$ cat config.mk
export PLATFORM = sky130hd
export DESIGN_NAME = fspm_front
export DESIGN_NICKNAME = d
export VERILOG_FILES = /design/src/rtl/fspm_pkg.sv /design/src/rtl/fspm_front.sv
export SDC_FILE = /design/constraint.sdc
export NUM_CORES = 2
export LEC_CHECK = 0
export BUFFER_PORTS_ARGS = -buffer_cell sky130_fd_sc_hd__buf_2
export CAP_MARGIN = 20
export CORE_ASPECT_RATIO = 0.7
export CORE_UTILIZATION = 30
export CTS_CLUSTER_SIZE = 12
export DETAILED_ROUTE_END_ITERATION = 8
export MAX_ROUTING_LAYER = met4
export SKIP_LAST_GASP = 1
export SLEW_MARGIN = 20
export SYNTH_ARGS = -nofsm -noshare
export SYNTH_HDL_FRONTEND = slang
export SYNTH_SLANG_ARGS = --single-unit
$ cat constraint.sdc
create_clock -name clk -period 6.55 [get_ports clk]
set_input_delay 0.655 -clock clk [delete_from_list [all_inputs] [get_ports clk]]
set_output_delay 0.655 -clock clk [all_outputs]
set_load 0.03 [all_outputs]
$ cat src/rtl/fspm_pkg.sv
// Shared types, constants and helpers for the sparsity pattern marker.
package fspm_pkg;

	localparam int DEF_MAX_NODES = 256;
	localparam int DEF_CORNERS   = 8;
	localparam int MAX_CORNERS   = 8;
	localparam int LIW           = $clog2(MAX_CORNERS);
	localparam int CORNER_W      = 8;
	localparam int MAP_W         = 8;
	localparam int NODE_COUNT_W  = 9;
	localparam int INDEX_W       = 9;
	localparam int COUNT_W       = 17;
	localparam int QUEUE_DEPTH   = 2;

	localparam logic signed [INDEX_W-1:0] REDUCED_NONE = '1;

	localparam logic FUNC_NODE    = 1'b0;
	localparam logic FUNC_ELEMENT = 1'b1;

	typedef struct packed {
		logic                func;
		logic                node_fixed;
		logic [CORNER_W-1:0] corner_0;
		logic [CORNER_W-1:0] corner_1;
		logic [CORNER_W-1:0] corner_2;
		logic [CORNER_W-1:0] corner_3;
		logic [CORNER_W-1:0] corner_4;
		logic [CORNER_W-1:0] corner_5;
		logic [CORNER_W-1:0] corner_6;
		logic [CORNER_W-1:0] corner_7;
	} req_t;

	typedef struct packed {
		logic signed [INDEX_W-1:0] reduced_index;
		logic [COUNT_W-1:0]        full_nonzeros;
		logic [COUNT_W-1:0]        reduced_nonzeros;
		logic                      error;
	} result_t;

	typedef logic [MAX_CORNERS-1:0][CORNER_W-1:0] corner_vec_t;

	// One classified request as it passes from the front end to the pattern engine.
	typedef struct packed {
		logic                                 is_elem;
		logic                                 error;
		logic signed [INDEX_W-1:0]            reduced_index;
		corner_vec_t                          corner;
		logic [MAX_CORNERS-1:0]               free;
		logic [MAX_CORNERS-1:0][MAP_W-1:0]    rmap;
	} cmd_t;

	typedef struct packed {
		logic             fixed;
		logic [MAP_W-1:0] rmap;
	} node_info_t;

	typedef enum logic [1:0] {
		F_IDLE,
		F_LOOKUP,
		F_PUSH
	} front_state_t;

	function automatic corner_vec_t gather_corners(req_t r);
		corner_vec_t v;
		v[0] = r.corner_0;
		v[1] = r.corner_1;
		v[2] = r.corner_2;
		v[3] = r.corner_3;
		v[4] = r.corner_4;
		v[5] = r.corner_5;
		v[6] = r.corner_6;
		v[7] = r.corner_7;
		return v;
	endfunction

endpackage

$ cat src/rtl/fspm_front.sv
// Front end: takes requests, keeps the node table and looks up each element's corners.
module fspm_front #(
	parameter int MAX_NODES = fspm_pkg::DEF_MAX_NODES,
	parameter int CORNERS   = fspm_pkg::DEF_CORNERS
) (
	input  logic                                 clk,
	input  logic                                 arst_n,
	input  logic                                 accept,
	input  fspm_pkg::req_t                       request,
	input  logic [fspm_pkg::NODE_COUNT_W-1:0]    node_count,
	input  logic                                 queue_full,
	output logic                                 push,
	output fspm_pkg::cmd_t                       push_cmd,
	output logic                                 idle
);
	import fspm_pkg::*;

	localparam int NIW  = $clog2(MAX_NODES);
	localparam int LW   = $clog2(MAX_NODES + 1);
	localparam int CMPW = (LW > NODE_COUNT_W) ? LW : NODE_COUNT_W;
	localparam int CIW  = $clog2(CORNERS);

	front_state_t         state_q, state_d;
	logic [CIW-1:0]       cnt_q;
	logic [LW-1:0]        nodes_loaded_q;
	logic [INDEX_W-1:0]   free_nodes_q;
	cmd_t                 cmd_q;
	cmd_t                 acc_cmd;
	node_info_t           info_q [CORNERS];
	node_info_t           node_mem [MAX_NODES];
	corner_vec_t          corners;
	logic                 node_full;
	logic                 elem_err;
	logic                 node_wr;

	always_comb begin
		corners   = gather_corners(request);
		node_full = (CMPW'(nodes_loaded_q) >= CMPW'(node_count)) ||
		            (CMPW'(nodes_loaded_q) >= CMPW'(MAX_NODES));
		elem_err  = 1'b0;
		for (int k = 0; k < CORNERS; k++) begin
			if (CMPW'(corners[k]) >= CMPW'(nodes_loaded_q)) begin
				elem_err = 1'b1;
			end
		end

		acc_cmd               = '0;
		acc_cmd.is_elem       = request.func;
		acc_cmd.corner        = corners;
		acc_cmd.reduced_index = REDUCED_NONE;
		if (request.func == FUNC_ELEMENT) begin
			acc_cmd.error = elem_err;
		end else begin
			acc_cmd.error = node_full;
			if (!node_full && !request.node_fixed) begin
				acc_cmd.reduced_index = $signed(free_nodes_q);
			end
		end
		node_wr = accept && (request.func == FUNC_NODE) && !node_full;
	end

	// The looked-up corner flags and reduced indices join the request on its way out.
	always_comb begin
		push_cmd = cmd_q;
		push_cmd.free = '0;
		push_cmd.rmap = '0;
		for (int k = 0; k < CORNERS; k++) begin
			push_cmd.free[k] = !info_q[k].fixed;
			push_cmd.rmap[k] = info_q[k].rmap;
		end
	end

	always_comb begin
		state_d = state_q;
		push    = 1'b0;
		unique case (state_q)
			F_IDLE: begin
				if (accept) begin
					state_d = (request.func == FUNC_ELEMENT && !elem_err) ? F_LOOKUP : F_PUSH;
				end
			end
			F_LOOKUP: begin
				if (cnt_q == CIW'(CORNERS - 1)) begin
					state_d = F_PUSH;
				end
			end
			F_PUSH: begin
				push = !queue_full;
				if (!queue_full) begin
					state_d = F_IDLE;
				end
			end
			default: state_d = F_IDLE;
		endcase
	end

	assign idle = (state_q == F_IDLE);

	always_ff @(posedge clk or negedge arst_n) begin
		if (!arst_n) begin
			state_q        <= F_IDLE;
			cnt_q          <= '0;
			nodes_loaded_q <= '0;
			free_nodes_q   <= '0;
		end else begin
			state_q <= state_d;
			if (accept) begin
				cnt_q <= '0;
			end else if (state_q == F_LOOKUP) begin
				cnt_q <= cnt_q + 1'b1;
			end
			if (node_wr) begin
				nodes_loaded_q <= nodes_loaded_q + LW'(1);
				if (!request.node_fixed) begin
					free_nodes_q <= free_nodes_q + INDEX_W'(1);
				end
			end
		end
	end

	always_ff @(posedge clk) begin
		if (accept) begin
			cmd_q <= acc_cmd;
		end
	end

	always_ff @(posedge clk) begin
		if (node_wr) begin
			node_mem[NIW'(nodes_loaded_q)] <= '{fixed: request.node_fixed,
			                                    rmap: free_nodes_q[MAP_W-1:0]};
		end
	end

	always_ff @(posedge clk) begin
		if (state_q == F_LOOKUP) begin
			info_q[cnt_q] <= node_mem[NIW'(cmd_q.corner[LIW'(cnt_q)])];
		end
	end

endmodule

==> metrics list <==
- By instance count, the cell type seen most on the critical path is sky130_fd_sc_hd__buf_4.
- Data on the critical path is required at its endpoint by 7.03 ns.
- Synthesis-to-layout area growth: 15.3%
- Counting both buffers and inverters, the worst setup path holds a total of 3.
* Nets: 7,132
- In the final layout, the share of cells above drive strength 1 is 0.161.
- Length of the first detailed-routing pass in iterations: 6
- The placed instances occupy a cell area of between 100,000 and 150,000 um^2.
* Setup total negative slack: 0 ns
- Fraction of the cycle the final worst path needs: 0.915
- Synthesized flop and latch total: 2,474
- 1st-iter DRT viols: 8,586
* Clock network fraction of design power: 0.285
- The count of nets left with antenna violations once routing finished came out at 0.
- The clock passes through at most 4 buffers.
* Portion of total power attributed to sequential cells: 0.446
- After technology mapping, the gate count stands at roughly 6,500.
* Area of the core: 325,000 um^2
* Share of total power consumed by net switching: 0.337
* Delay of the slowest cell on the worst path: approximately 0.91 ns
* Leak Pwr: 0.0379 uW
- In the routed layout, each cell is associated on average with a via count of 5.28.
- The number of endpoints with negative hold slack in the final report came to 0.
- In this run the worst path has a maximum fanout of 32.
- The internal portion of the total power is about 28,000 uW.
- Routability-driven placement finished with a final weighted congestion of 0.917.
- Arrival time at the worst endpoint: 6.47 ns
- In this run, placement finished with an instance count of around 11,000.
- CTS Root Buffer Type: sky130_fd_sc_hd__clkbuf_16
- The die covers 330,000 um^2.
- The critical path is of the register to register type.
- The worst setup path is captured at a register.
* Clock skew: about 0.09 ns
- The largest individual stage delay along the critical path comes from the cell sky130_fd_sc_hd__o21ai_0.
* Share of synthesized registers carrying an async set or reset: 0.00930
* Synth warnings: 0
* Count of unique library cells instantiated by Yosys: 75
* Commonest non-fill, non-tap cell in the layout: sky130_fd_sc_hd__edfxtp_1
* Final worst path period need: 5.99 ns
* Clock transition at the register clock pins on the worst setup and hold paths after CTS: 0.06 ns
- Crit start category: register
- The analysis attributes to net switching a power of 14,400 uW.
- The share of the Yosys chip area taken by registers is 0.755.
* Starting utilization of the core area: 0.302
- In this run the mean area of a mapped cell was 15.1 um^2.
- Across the run, the number of max-cap violations was 0.
- The max-slew violation count came to 0.
- Type of the tightest min-delay check: primary input to register
- TritonCTS built the clock tree.
- Detail Placement HPWL: about 170 mm
* Highest achievable clock rate: 167 MHz
* Number of enable flip-flop cells after synthesis: roughly 2,500
- Total GRT Usage: 0.171
* Std-Cell Rows: 175
* Worst slew margin: 0.233
* RSZ-0062 raised after global routing: no
- Maximum VDD drop: 0.000285 V
- Summing over every cut layer, the via total after detailed routing is 60,100.
* WL final: 283 mm
* First-pass GRT wire length: 407 mm
- Pin count of the biggest net entering global routing: 203
* Worst path top cell family by delay: compound AO/OA/AOI/OAI gates
- The via count of the first global-routing pass is between 50,000 and 60,000.
* Mapped Nets: 6,651
* Overflow left after global routing: 0
- During placement, the flow inserted port buffers numbering 227.
* Most frequent cells in the layout: sky130_fd_sc_hd__edfxtp_1, sky130_fd_sc_hd__nand2_1, sky130_fd_sc_hd__nand3_1
- Count of pins on the block boundary: 228
- Cell area after layout: between 100,000 and 150,000 um^2
* Chip height: approximately 480 um
* Num Clock Sinks: 2,474
* Antenna violations before repair: 13
- Summing every instance area after synthesis gives 98,300 um^2.
* Predominant post-synthesis flop cell: sky130_fd_sc_hd__edfxtp_1
* H-tree level count: 4
* Share of power burned in combinational logic: 0.270
- Ratio of total power to cell area: about 380 nW/um^2
- After detailed routing, the average wire length per cell comes to 24.8 um.
- Measured along the x axis, the die boundary spans 686 um.
* Later-pin clock latency in the skew report: 0.90 ns
- The run finished with clean final reports.
* Layout Cells excl Fill: roughly 11,000
- Counting the buffers created by CTS gives 237.
- Actual slew at the worst max-slew pin: 1.14 ns
* Setup Viol. Count Final: 0
- At the end of the flow the core is filled with cells to 0.348.
- Cells along the critical path: clkinv_1, o2bb2ai_2, a22o_4, buf_4, mux4_2, a22o_1, a221oi_1, nand3_1, o21ai_0, buf_4, nand4_1
- In the routed design, unresolved DRC markers number 0.
per-stage QoR:
stage	total power (uW)	setup WS, ns	hold WS [ns]
final	42700	0.559	0.126
after global routing	44100	0.294	0.128
after CTS	42700	0.540	0.0760
after detailed placement	30700	0.595	0.526
after global placement	30500	0.620	0.525
after floorplan	25700	1.87	0.359
logic make-up after synthesis:
| kind of cell | count (synthesis) | share of synthesized area |
|---|---|---|
| AND/OR/NAND/NOR | 2617 | 0.119 |
| flip-flops | 2474 | 0.755 |
| buffers and inverters | 508 | 0.0247 |
| AO/OA/AOI/OAI | 484 | 0.0364 |
| multiplexers | 313 | 0.0536 |
| adder cells (fa/ha/maj) | 80 | 0.0102 |
| XOR/XNOR | 16 | 0.00143 |
registers in the layout, indices dropped and copies added (netlist names):
signal,flops
push_cmd,75
free_nodes_q,9
nodes_loaded_q,9
cnt_q,3
state_q,2
info_q,72
node_mem,2304
what timing repair did:
item | CTS | global route
resized for setup | 0 | 0
hold endpoints to repair | 88 | 0
buffers inserted | 0 | 0
hold buffers | 66 | 0
power groups by stage:
stage	registers (uW)	clock network (uW)	logic, uW
final	19000	12100	11500
after global routing	19000	12900	12100
after CTS	19000	12300	11400
after detailed placement	19300	0	11300
after global placement	19300	0	11100
after floorplan	19800	0	5890
cell type report:
class	instances	area (um^2)
fillers	30800	212000
flip-flops and latches	2474	74200
multi-input cells	3510	21900
clock buffers	289	6190
well taps	4336	5430
repair buffers	711	5390
inverters	39	146
clock inverters	16	110
diodes	12	30.0
tightest hold or removal path, cell delays in order:
cell and delay (ns):
sky130_fd_sc_hd__buf_2 0.09, sky130_fd_sc_hd__nand2_1 0.05, sky130_fd_sc_hd__nor2_1 0.08, sky130_fd_sc_hd__a21oi_1 0.04, sky130_fd_sc_hd__o21ai_0 0.07
routing by layer:
metal  routed length (um)  vias to the layer above  GRT usage  part of all wire
met5                    0                        -          -                 0
met2               122000                     3250      0.242              0.43
met1               122000                    30800      0.248              0.43
met3                33000                      424     0.0411              0.12
li1                     -                    25700          -                 -
met4                 6660                        0     0.0391             0.024
cells in the mapped netlist (14+ instances only):
cell / number / area [um^2]
sky130_fd_sc_hd__nor3_1: 256 / 1280
sky130_fd_sc_hd__dfrtp_1: 23 / 576
sky130_fd_sc_hd__nand2_1: 1446 / 5430
sky130_fd_sc_hd__edfxtp_1: 2451 / 73600
sky130_fd_sc_hd__o311ai_0: 14 / 123
sky130_fd_sc_hd__buf_2: 117 / 586
sky130_fd_sc_hd__or3_1: 15 / 93.8
sky130_fd_sc_hd__nor4_1: 21 / 131
sky130_fd_sc_hd__nor2_1: 59 / 221
sky130_fd_sc_hd__mux4_2: 170 / 3830
sky130_fd_sc_hd__buf_1: 56 / 210
sky130_fd_sc_hd__inv_1: 37 / 139
sky130_fd_sc_hd__nand2b_1: 16 / 100
sky130_fd_sc_hd__a32oi_1: 110 / 963
sky130_fd_sc_hd__a22o_1: 19 / 166
sky130_fd_sc_hd__o21ai_0: 52 / 260
sky130_fd_sc_hd__nand3_1: 557 / 2790
sky130_fd_sc_hd__clkbuf_1: 206 / 773
sky130_fd_sc_hd__ha_1: 80 / 1000
sky130_fd_sc_hd__a31oi_1: 50 / 313
sky130_fd_sc_hd__a21oi_1: 76 / 380
sky130_fd_sc_hd__a22oi_1: 49 / 368
sky130_fd_sc_hd__nand4_1: 206 / 1290
sky130_fd_sc_hd__buf_4: 79 / 593
sky130_fd_sc_hd__a21o_1: 14 / 105
sky130_fd_sc_hd__mux2i_1: 133 / 1330
worst paths after layout:
| path | slack, ns | cells past startpoint | end | startpoint |
|---|---|---|---|---|
| max | 0.56 | 11 | info_q[4][1] | cnt_q[0] |
| min reg2reg | 0.53 | 1 | free_nodes_q[8] | free_nodes_q[8] |
| min in group asynchronous | 0.30 | 2 | state_q[0] | arst_n |
| min | 0.13 | 5 | state_q[1] | queue_full |
| max in group asynchronous | 5.73 | 2 | free_nodes_q[3] | arst_n |
| max reg2reg | 0.56 | 11 | info_q[4][1] | cnt_q[0] |
Power figures use the tool's default switching activity.
