===== src/rtl/fspm_pkg.sv =====
// Shared types, constants and helpers for the sparsity pattern marker.
package fspm_pkg;

	localparam int DEF_MAX_NODES = 256;
	localparam int DEF_CORNERS   = 8;
	localparam int MAX_CORNERS   = 8;
	localparam int LIW           = $clog2(MAX_CORNERS);
	localparam int CORNER_W      = 8;
	localparam int MAP_W         = 8;
	localparam int NODE_COUNT_W  = 9;
	localparam int INDEX_W       = 9;
	localparam int COUNT_W       = 17;
	localparam int QUEUE_DEPTH   = 2;

	localparam logic signed [INDEX_W-1:0] REDUCED_NONE = '1;

	localparam logic FUNC_NODE    = 1'b0;
	localparam logic FUNC_ELEMENT = 1'b1;

	typedef struct packed {
		logic                func;
		logic                node_fixed;
		logic [CORNER_W-1:0] corner_0;
		logic [CORNER_W-1:0] corner_1;
		logic [CORNER_W-1:0] corner_2;
		logic [CORNER_W-1:0] corner_3;
		logic [CORNER_W-1:0] corner_4;
		logic [CORNER_W-1:0] corner_5;
		logic [CORNER_W-1:0] corner_6;
		logic [CORNER_W-1:0] corner_7;
	} req_t;

	typedef struct packed {
		logic signed [INDEX_W-1:0] reduced_index;
		logic [COUNT_W-1:0]        full_nonzeros;
		logic [COUNT_W-1:0]        reduced_nonzeros;
		logic                      error;
	} result_t;

	typedef logic [MAX_CORNERS-1:0][CORNER_W-1:0] corner_vec_t;

	// One classified request as it passes from the front end to the pattern engine.
	typedef struct packed {
		logic                                 is_elem;
		logic                                 error;
		logic signed [INDEX_W-1:0]            reduced_index;
		corner_vec_t                          corner;
		logic [MAX_CORNERS-1:0]               free;
		logic [MAX_CORNERS-1:0][MAP_W-1:0]    rmap;
	} cmd_t;

	typedef struct packed {
		logic             fixed;
		logic [MAP_W-1:0] rmap;
	} node_info_t;

	typedef enum logic [1:0] {
		F_IDLE,
		F_LOOKUP,
		F_PUSH
	} front_state_t;

	function automatic corner_vec_t gather_corners(req_t r);
		corner_vec_t v;
		v[0] = r.corner_0;
		v[1] = r.corner_1;
		v[2] = r.corner_2;
		v[3] = r.corner_3;
		v[4] = r.corner_4;
		v[5] = r.corner_5;
		v[6] = r.corner_6;
		v[7] = r.corner_7;
		return v;
	endfunction

endpackage


===== src/rtl/fspm_queue.sv =====
// Short request queue between the front end and the pattern engine.
module fspm_queue (
	input  logic            clk,
	input  logic            arst_n,
	input  logic            push,
	input  fspm_pkg::cmd_t  push_cmd,
	input  logic            pop,
	output logic            full,
	output logic            empty,
	output fspm_pkg::cmd_t  head
);
	import fspm_pkg::*;

	localparam int QPW = $clog2(QUEUE_DEPTH);
	localparam int QCW = $clog2(QUEUE_DEPTH + 1);

	cmd_t           entry_q [QUEUE_DEPTH];
	logic [QPW-1:0] wr_ptr_q;
	logic [QPW-1:0] rd_ptr_q;
	logic [QCW-1:0] count_q;

	assign full  = (count_q == QCW'(QUEUE_DEPTH));
	assign empty = (count_q == '0);
	assign head  = entry_q[rd_ptr_q];

	always_ff @(posedge clk or negedge arst_n) begin
		if (!arst_n) begin
			wr_ptr_q <= '0;
			rd_ptr_q <= '0;
			count_q  <= '0;
		end else begin
			if (push) begin
				wr_ptr_q <= (wr_ptr_q == QPW'(QUEUE_DEPTH - 1)) ? '0 : wr_ptr_q + 1'b1;
			end
			if (pop) begin
				rd_ptr_q <= (rd_ptr_q == QPW'(QUEUE_DEPTH - 1)) ? '0 : rd_ptr_q + 1'b1;
			end
			if (push && !pop) begin
				count_q <= count_q + 1'b1;
			end else if (pop && !push) begin
				count_q <= count_q - 1'b1;
			end
		end
	end

	always_ff @(posedge clk) begin
		if (push) begin
			entry_q[wr_ptr_q] <= push_cmd;
		end
	end

	a_q_no_overflow: assert property (@(posedge clk) disable iff (!arst_n)
		push |-> !full)
		else $error("request pushed into a full queue");

	a_q_no_underflow: assert property (@(posedge clk) disable iff (!arst_n)
		pop |-> !empty)
		else $error("request popped from an empty queue");

endmodule


===== config.mk =====
export PLATFORM = sky130hd
export DESIGN_NAME = fspm_queue
export DESIGN_NICKNAME = d
export VERILOG_FILES = /design/src/rtl/fspm_pkg.sv /design/src/rtl/fspm_queue.sv
export SDC_FILE = /design/constraint.sdc
export NUM_CORES = 1
export LEC_CHECK = 0
export ABC_AREA = 1
export BUFFER_PORTS_ARGS = -buffer_cell sky130_fd_sc_hd__buf_2
export CORE_MARGIN = 4
export CORE_UTILIZATION = 55
export DETAILED_ROUTE_END_ITERATION = 6
export GPL_TIMING_DRIVEN = 0
export PLACE_DENSITY = 0.82
export SKIP_CTS_REPAIR_TIMING = 1
export SYNTH_ARGS = -nofsm -noshare
export SYNTH_HDL_FRONTEND = slang
export SYNTH_SLANG_ARGS = --single-unit

===== constraint.sdc =====
create_clock -name clk -period 15.89 [get_ports clk]
set_input_delay 3.9725 -clock clk [delete_from_list [all_inputs] [get_ports clk]]
set_output_delay 3.9725 -clock clk [all_outputs]
set_load 0.005 [all_outputs]

==> impl_results.md, run 1 <==
- Sequential fraction of the synthesis area: 82.3%
- DRC viols: 0
- Worst-path maximum fanout: 10
- CP required: 11,920 ps
- Dpl cell area: 12,800 sq um
- Buffers and inverters on the worst path: 3
- Final Critical Period: 5890 ps
- Crit Path Category: reg -> out
- PortBufs: 299
- Die Y: 148 um
- Final core occ: 70.2%
- Worst skew pair latency: 520 ps
- Area growth from synthesis to layout: 26.0%
- IO Count: 300
- Synth unique cells: 14
- # rows: 51
- Syn Nets: 634
- H-tree lvl count: 1
- Max-Cap Viols: 0
- Mapped cell area: 10,900 sq um
- Worst path cell trace: buf_4 > buf_6 > mux2_2 > buf_2
- Dpl ws: 10,090 ps
- Max-slew violations: 0
- Largest net degree at the start of global routing: 75
- Root Driver: clkbuf_16
- Nets: 969
- Routability Congestion: 0.783
- Die area: 22,000 sq um
- TritonCTS clock tree: done
- Power Total: 0.00236 W
- GRT Util Overall: 18.9%
- Final hold vios: 0
- First-pass GRT wire length: 32,700 um
- Core Region: 19,500 sq um
- Via count: 5,594
- Delay-heaviest family, CP: buffers and inverters
- CTS sink count: 298
- Crit-path max cell delay: 390 ps
- Synthesis warning total: 0
- Final setup viols: 0
- Maximum buffer depth of the clock tree: 3
- Mapped Cells: 482
- Vias per cell: 5.06
- Layout Skew: 5.54 ps
- P_leak: 5.20 nW
- Slew margin rel.: 37.8%
- Drt initial violations: 244
- Least-Margin Pin Slew: 931 ps
- Clk slew on worst S/H paths: 60 ps
- Post-DP HPWL: 14,800 um
- Share of layout cells above drive strength 1: 60.4%
- Flops & latches, synth: 298
- Initial antenna violation count: 2
- Final wirelength: 21,300 um
- Crit path max-delay cell type: dfrtp_1
- RSZ-0062 raised after global routing: false
- CTS Buf Count: 29
- Startpoint Class: register
- Max Fclk: 170 MHz
- Gr ovfl total: 0
- Initial core utilization: 55.8%
- Avg Synthesized Cell Area: 22.5 sq um
- Chip width: 148 um
- Final Cell Area: 13,700 sq um
- Min-Delay Path Class: reg -> reg
- ANT nets after route: 0
- WL/cell: 19.3 um
- Vias in the first global route: 6,135
- Maximum vdd drop: 0.117 mV
- PnR worst setup slack: 10000 ps
- PD cells: 172 nW/um^2
- Status: finished clean
- Crit end category: output port
- Worst Path Arrival: 1920 ps
- TritonRoute pass-1 iters: 5
- Setup TNS: 0 ps
- Period utilization: 37.1%
-- placed cells by master (no fill, tap or decap), drive strengths merged, types with 2 or more instances in the layout --
master / n
nor2: 3
nand2: 5
xor2: 2
clkinv: 11
inv: 8
edfxtp: 294
mux2: 147
dfrtp: 4
buf: 320
clkbuf: 39
-- routing by layer --
metal  share of wire, %  vias to the layer above  track usage [%]
met5              0.061                        -                0
li1                   -                     2584                -
met3                8.9                       53             5.48
met4                3.7                        2             6.28
met2                 52                      255             33.2
met1                 36                     2700             22.5
-- final cells by class --
type	instances	area, sq um
Clock inverter	14	95.1
Multi-Input combinational cell	161	1740
Timing Repair Buffer	304	1610
Clock buffer	39	763
Antenna cell	1	2.50
Tap cell	265	332
Sequential cell	298	8930
Fill cell	1240	5800
Inverter	7	31.3
Buffer	16	160
-- cells in the mapped netlist --
library cell / number / area share [%]
edfxtp_1: 294 / 81
mux2_2: 147 / 15
buf_6: 12 / 1.2
inv_1: 7 / 0.24
nand2_1: 5 / 0.17
dfrtp_1: 4 / 0.92
nor2_1: 3 / 0.10
buf_2: 2 / 0.092
buf_4: 2 / 0.14
xor2_1: 2 / 0.16
ha_1: 1 / 0.12
nand3_1: 1 / 0.046
nand4_1: 1 / 0.058
xnor2_1: 1 / 0.081
-- worst paths after layout --
path / from / endpoint / slack [ps] / depth (start not counted)
min in group asynchronous: arst_n / count_q[0] / 3250 / 1
max: rd_ptr_q / head[4] / 10000 / 4
max in group asynchronous: arst_n / count_q[1] / 12510 / 1
min: count_q[0] / count_q[0] / 550 / 1
min reg2reg: count_q[0] / count_q[0] / 550 / 1
max reg2reg: wr_ptr_q / entry_q[0][75] / 13820 / 3
-- kinds of logic (layout without fill, tap and decap cells) --
group / Yosys count / after routing / synth area share [%]
XOR/XNOR: 3 / 3 / 0.242
adder cells (fa/ha/maj): 1 / 1 / 0.115
buffers and inverters: 23 / 380 / 1.72
flip-flops: 298 / 298 / 82.3
multiplexers: 147 / 147 / 15.3
other: 0 / 1 / 0
AND/OR/NAND/NOR: 10 / 10 / 0.381
-- power breakdown --
group | total [W] | leakage (nW) | switching [W] | internal (W)
combinational | 0.000663 | 1.97 | 0.000326 | 0.000337
clock | 0.000615 | 0.419 | 0.000263 | 0.000352
sequential | 0.00108 | 2.81 | 0.0000355 | 0.00104
total | 0.00236 | 5.20 | 0.000624 | 0.00173
-- registers in the layout, indices dropped and copies added (netlist names) --
signal,cells
entry_q,294
wr_ptr_q,1
rd_ptr_q,1
count_q,2
-- worst register-to-register path, delay by kind of cell, from the launching register on --
family                 cells  cell delay [ps]
flip-flops                 1              430
buffers and inverters      2              560
AND/OR/NAND/NOR            1              750
-- stage by stage --
| step | hold slack [ps] | instances |
|---|---|---|
| after global routing | 583 | 1105 |
| after global placement | 477 | 1046 |
| final | 553 | 1105 |
| after floorplan | 463 | 482 |
| after detailed placement | 539 | 1051 |
| after CTS | 551 | 1104 |
No activity file was read; power rests on OpenSTA's default activity.
==> run 2, diff against run 1 <==
--- a/config.mk
+++ b/config.mk
@@ -8,10 +8,10 @@
 export ABC_AREA = 1
 export BUFFER_PORTS_ARGS = -buffer_cell sky130_fd_sc_hd__buf_2
 export CORE_MARGIN = 4
-export CORE_UTILIZATION = 55
+export CORE_UTILIZATION = 47
 export DETAILED_ROUTE_END_ITERATION = 6
 export GPL_TIMING_DRIVEN = 0
-export PLACE_DENSITY = 0.82
+export PLACE_DENSITY = 0.75
 export SKIP_CTS_REPAIR_TIMING = 1
 export SYNTH_ARGS = -nofsm -noshare
 export SYNTH_HDL_FRONTEND = slang
==> constraint.sdc (replaced) <==
create_clock -name clk -period 5.3 [get_ports clk]
set_input_delay 1.325 -clock clk [delete_from_list [all_inputs] [get_ports clk]]
set_output_delay 1.325 -clock clk [all_outputs]
set_load 0.005 [all_outputs]
==> run 2 against run 1 <==
Effect of this change:
- cell area increased by 0.38%
- die area increased by 16%
- non-clock buffer count increased by 1
- combinational power increased to 3.0 times the previous value
- clock-buffer cell count increased by 5
- via count decreased by 1.2%
- clock power increased to 3.1 times the previous value
- global-route usage decreased by 3.3 points
- register-to-register slack got worse by 10000 ps
- critical path type unchanged
==> impl_results.md, run 2 (synthesis gave the netlist of run 1 again) <==
- Status: finished clean (unchanged)
- Die Y: 160 um (was 148 um)
- Clk pwr share: 26.6% (was 26.1%)
- WHS: 508 ps (was 553 ps)
- Crit path from: rd_ptr_q (unchanged)
- Register share of total power: 45.5% (was 45.7%)
- WL/cell: 18.3 um (was 19.3 um)
- First-pass GRT wire length: 32,200 um (was 32,700 um)
- Final hold vios: 0 (unchanged)
- Vias in the first global route: 5,897 (was 6,135)
- Routability Congestion: 0.726 (was 0.783)
- Largest net degree at the start of global routing: 82 (was 75)
- CP required: 3970 ps (was 11,920 ps)
- Chip width: 160 um (was 148 um)
- Leading cell type in the layout, fill and taps excluded: buf_2 (unchanged)
- Dpl ws: 2320 ps (was 10,090 ps)
- Vias per cell: 4.92 (was 5.06)
- Diode count: 0 (was 1)
- Drt initial violations: 288 (was 244)
- Root Driver: clkbuf_16 (unchanged)
- Max Fclk: 312 MHz
- PD cells: 516 nW/um^2 (was 172 nW/um^2)
- Hold_sp: count_q[1] (was count_q[0])
- H-tree lvl count: 1 (unchanged)
- Period utilization: 60.5%
- TritonRoute pass-1 iters: 6 (was 5)
- PnR worst setup slack: 2100 ps (was 10000 ps)
- DRC viols: 0 (unchanged)
- Power Internal: 0.00523 W (was 0.00173 W)
- Worst skew pair latency: 530 ps (was 520 ps)
- Gr ovfl total: 0 (unchanged)
- Most frequent cells in the layout: buf_2, edfxtp_1, mux2_2 (unchanged)
- RSZ-0062 raised after global routing: false (unchanged)
- Maximum buffer depth of the clock tree: 3 (unchanged)
- Finished Layout Cells: 1,124 (was 1,105)
- Die area: 25,600 sq um (was 22,000 sq um)
- Final Critical Period: 3200 ps
- Biggest register: entry_q (unchanged)
- P_leak: 5.21 nW (was 5.20 nW)
- Fillers: 1,680 (was 1,240)
- ANT nets after route: 0 (unchanged)
- Final wirelength: 20,600 um (was 21,300 um)
- Max-Cap Viols: 0 (unchanged)
- Startpoint Class: register (unchanged)
- Maximum vdd drop: 0.393 mV (was 0.117 mV)
- Max reg flops: 294 (unchanged)
- # rows: 55 (was 51)
- Nets: 970 (was 969)
- GRT Util Overall: 15.6% (was 18.9%)
- Final setup viols: 0 (unchanged)
- Worst Path Arrival: 1880 ps (was 1920 ps)
- Switching share of power: 26.0% (was 26.5%)
- IO Count: 300 (unchanged)
- Top flop regs: entry_q: 294 flops, count_q: 2 flops (unchanged)
- Via count: 5,525 (was 5,594)
- Placed cells: 1,072 (was 1,051)
- Least-Margin Pin Slew: 682 ps (was 931 ps)
- Initial antenna violation count: 4 (was 2)
- Worst-path maximum fanout: 10 (unchanged)
- Reg2Reg Launch Point: wr_ptr_q (unchanged)
- Max-slew violations: 0 (unchanged)
- Min-Delay Path Class: reg -> reg (unchanged)
- TritonCTS clock tree: done (unchanged)
- Comb power frac: 28.0% (was 28.1%)
- CTS sink count: 298 (unchanged)
- PortBufs: 299 (unchanged)
- Crit Path Category: reg -> out (unchanged)
- CTS Buf Count: 29 (unchanged)
- Layout Skew: 4.74 ps (was 5.54 ps)
- Initial core utilization: 47.8% (was 55.8%)
- Area growth from synthesis to layout: 26.4% (was 26.0%)
- Sw Pwr: 0.00184 W (was 0.000624 W)
- Share of layout cells above drive strength 1: 60.3% (was 60.4%)
- Post-DP HPWL: 14,200 um (was 14,800 um)
- Clk slew on worst S/H paths: 60 ps (about the same)
- Crit end category: output port (unchanged)
- Core Region: 22,700 sq um (was 19,500 sq um)
- Slew margin rel.: 54.5% (was 37.8%)
==> run 2: path summary, 6_finish.rpt <==
kind	to	slack, ps	depth (start not counted)
max in group asynchronous	count_q[1]	4580	1
hold reg to reg	count_q[1]	510	2
hold / removal	count_q[1]	510	2
setup reg to reg	entry_q[1][83]	3390	3
min in group asynchronous	count_q[0]	600	1
setup / recovery	head[71]	2100	4
==> run 2: metrics by stage <==
| stage | util [%] | area, sq um | setup TNS [ps] | power [W] |
|---|---|---|---|---|
| final | 60.4 | 13700 | 0 | 0.00707 |
| after global routing | 60.4 | 13700 | 0 | 0.00745 |
| after CTS | 60.4 | 13700 | 0 | 0.00719 |
| after detailed placement | 56.6 | 12800 | 0 | 0.00529 |
| after global placement | 56.0 | 12700 | -181830 | 0.00528 |
| after floorplan | - | 10900 | 0 | 0.00444 |
==> run 2: metal layers <==
layer  GRT usage, %  up-vias  wire length [um]
li1               -     2586                 -
met1           18.7     2676              7840
met2           27.2      206             10400
met3           5.32       49              1710
met4           4.22        8               597
met5              0        -                54
==> run 2: power groups by stage <==
| stage | combinational (W) | sequential (W) | clock [W] |
|---|---|---|---|
| floorplan | 0.00115 | 0.00329 | 0 |
| global placement | 0.00195 | 0.00333 | 0 |
| detailed placement | 0.00202 | 0.00327 | 0 |
| CTS | 0.00203 | 0.00322 | 0.00194 |
| global route | 0.00216 | 0.00326 | 0.00204 |
| finish | 0.00198 | 0.00322 | 0.00188 |
==> run 2: area by class of cell <==
cell class | count | area [sq um] | share of cell area [%]
clock inverter | 8 | 63.8 | 0.465
timing repair buffer | 305 | 1620 | 11.8
clock buffer | 44 | 812 | 5.92
tap | 285 | 357 | 2.60
sequential | 298 | 8930 | 65.1
buffer | 16 | 160 | 1.17
multi-input combinational | 161 | 1740 | 12.7
inverter | 7 | 31.3 | 0.228
==> run 2: worst max-delay path, stage by stage (launching register included) <==
cell	delay, ps
dfrtp_1	370
buf_4	290
buf_6	200
mux2_2	350
buf_2	130
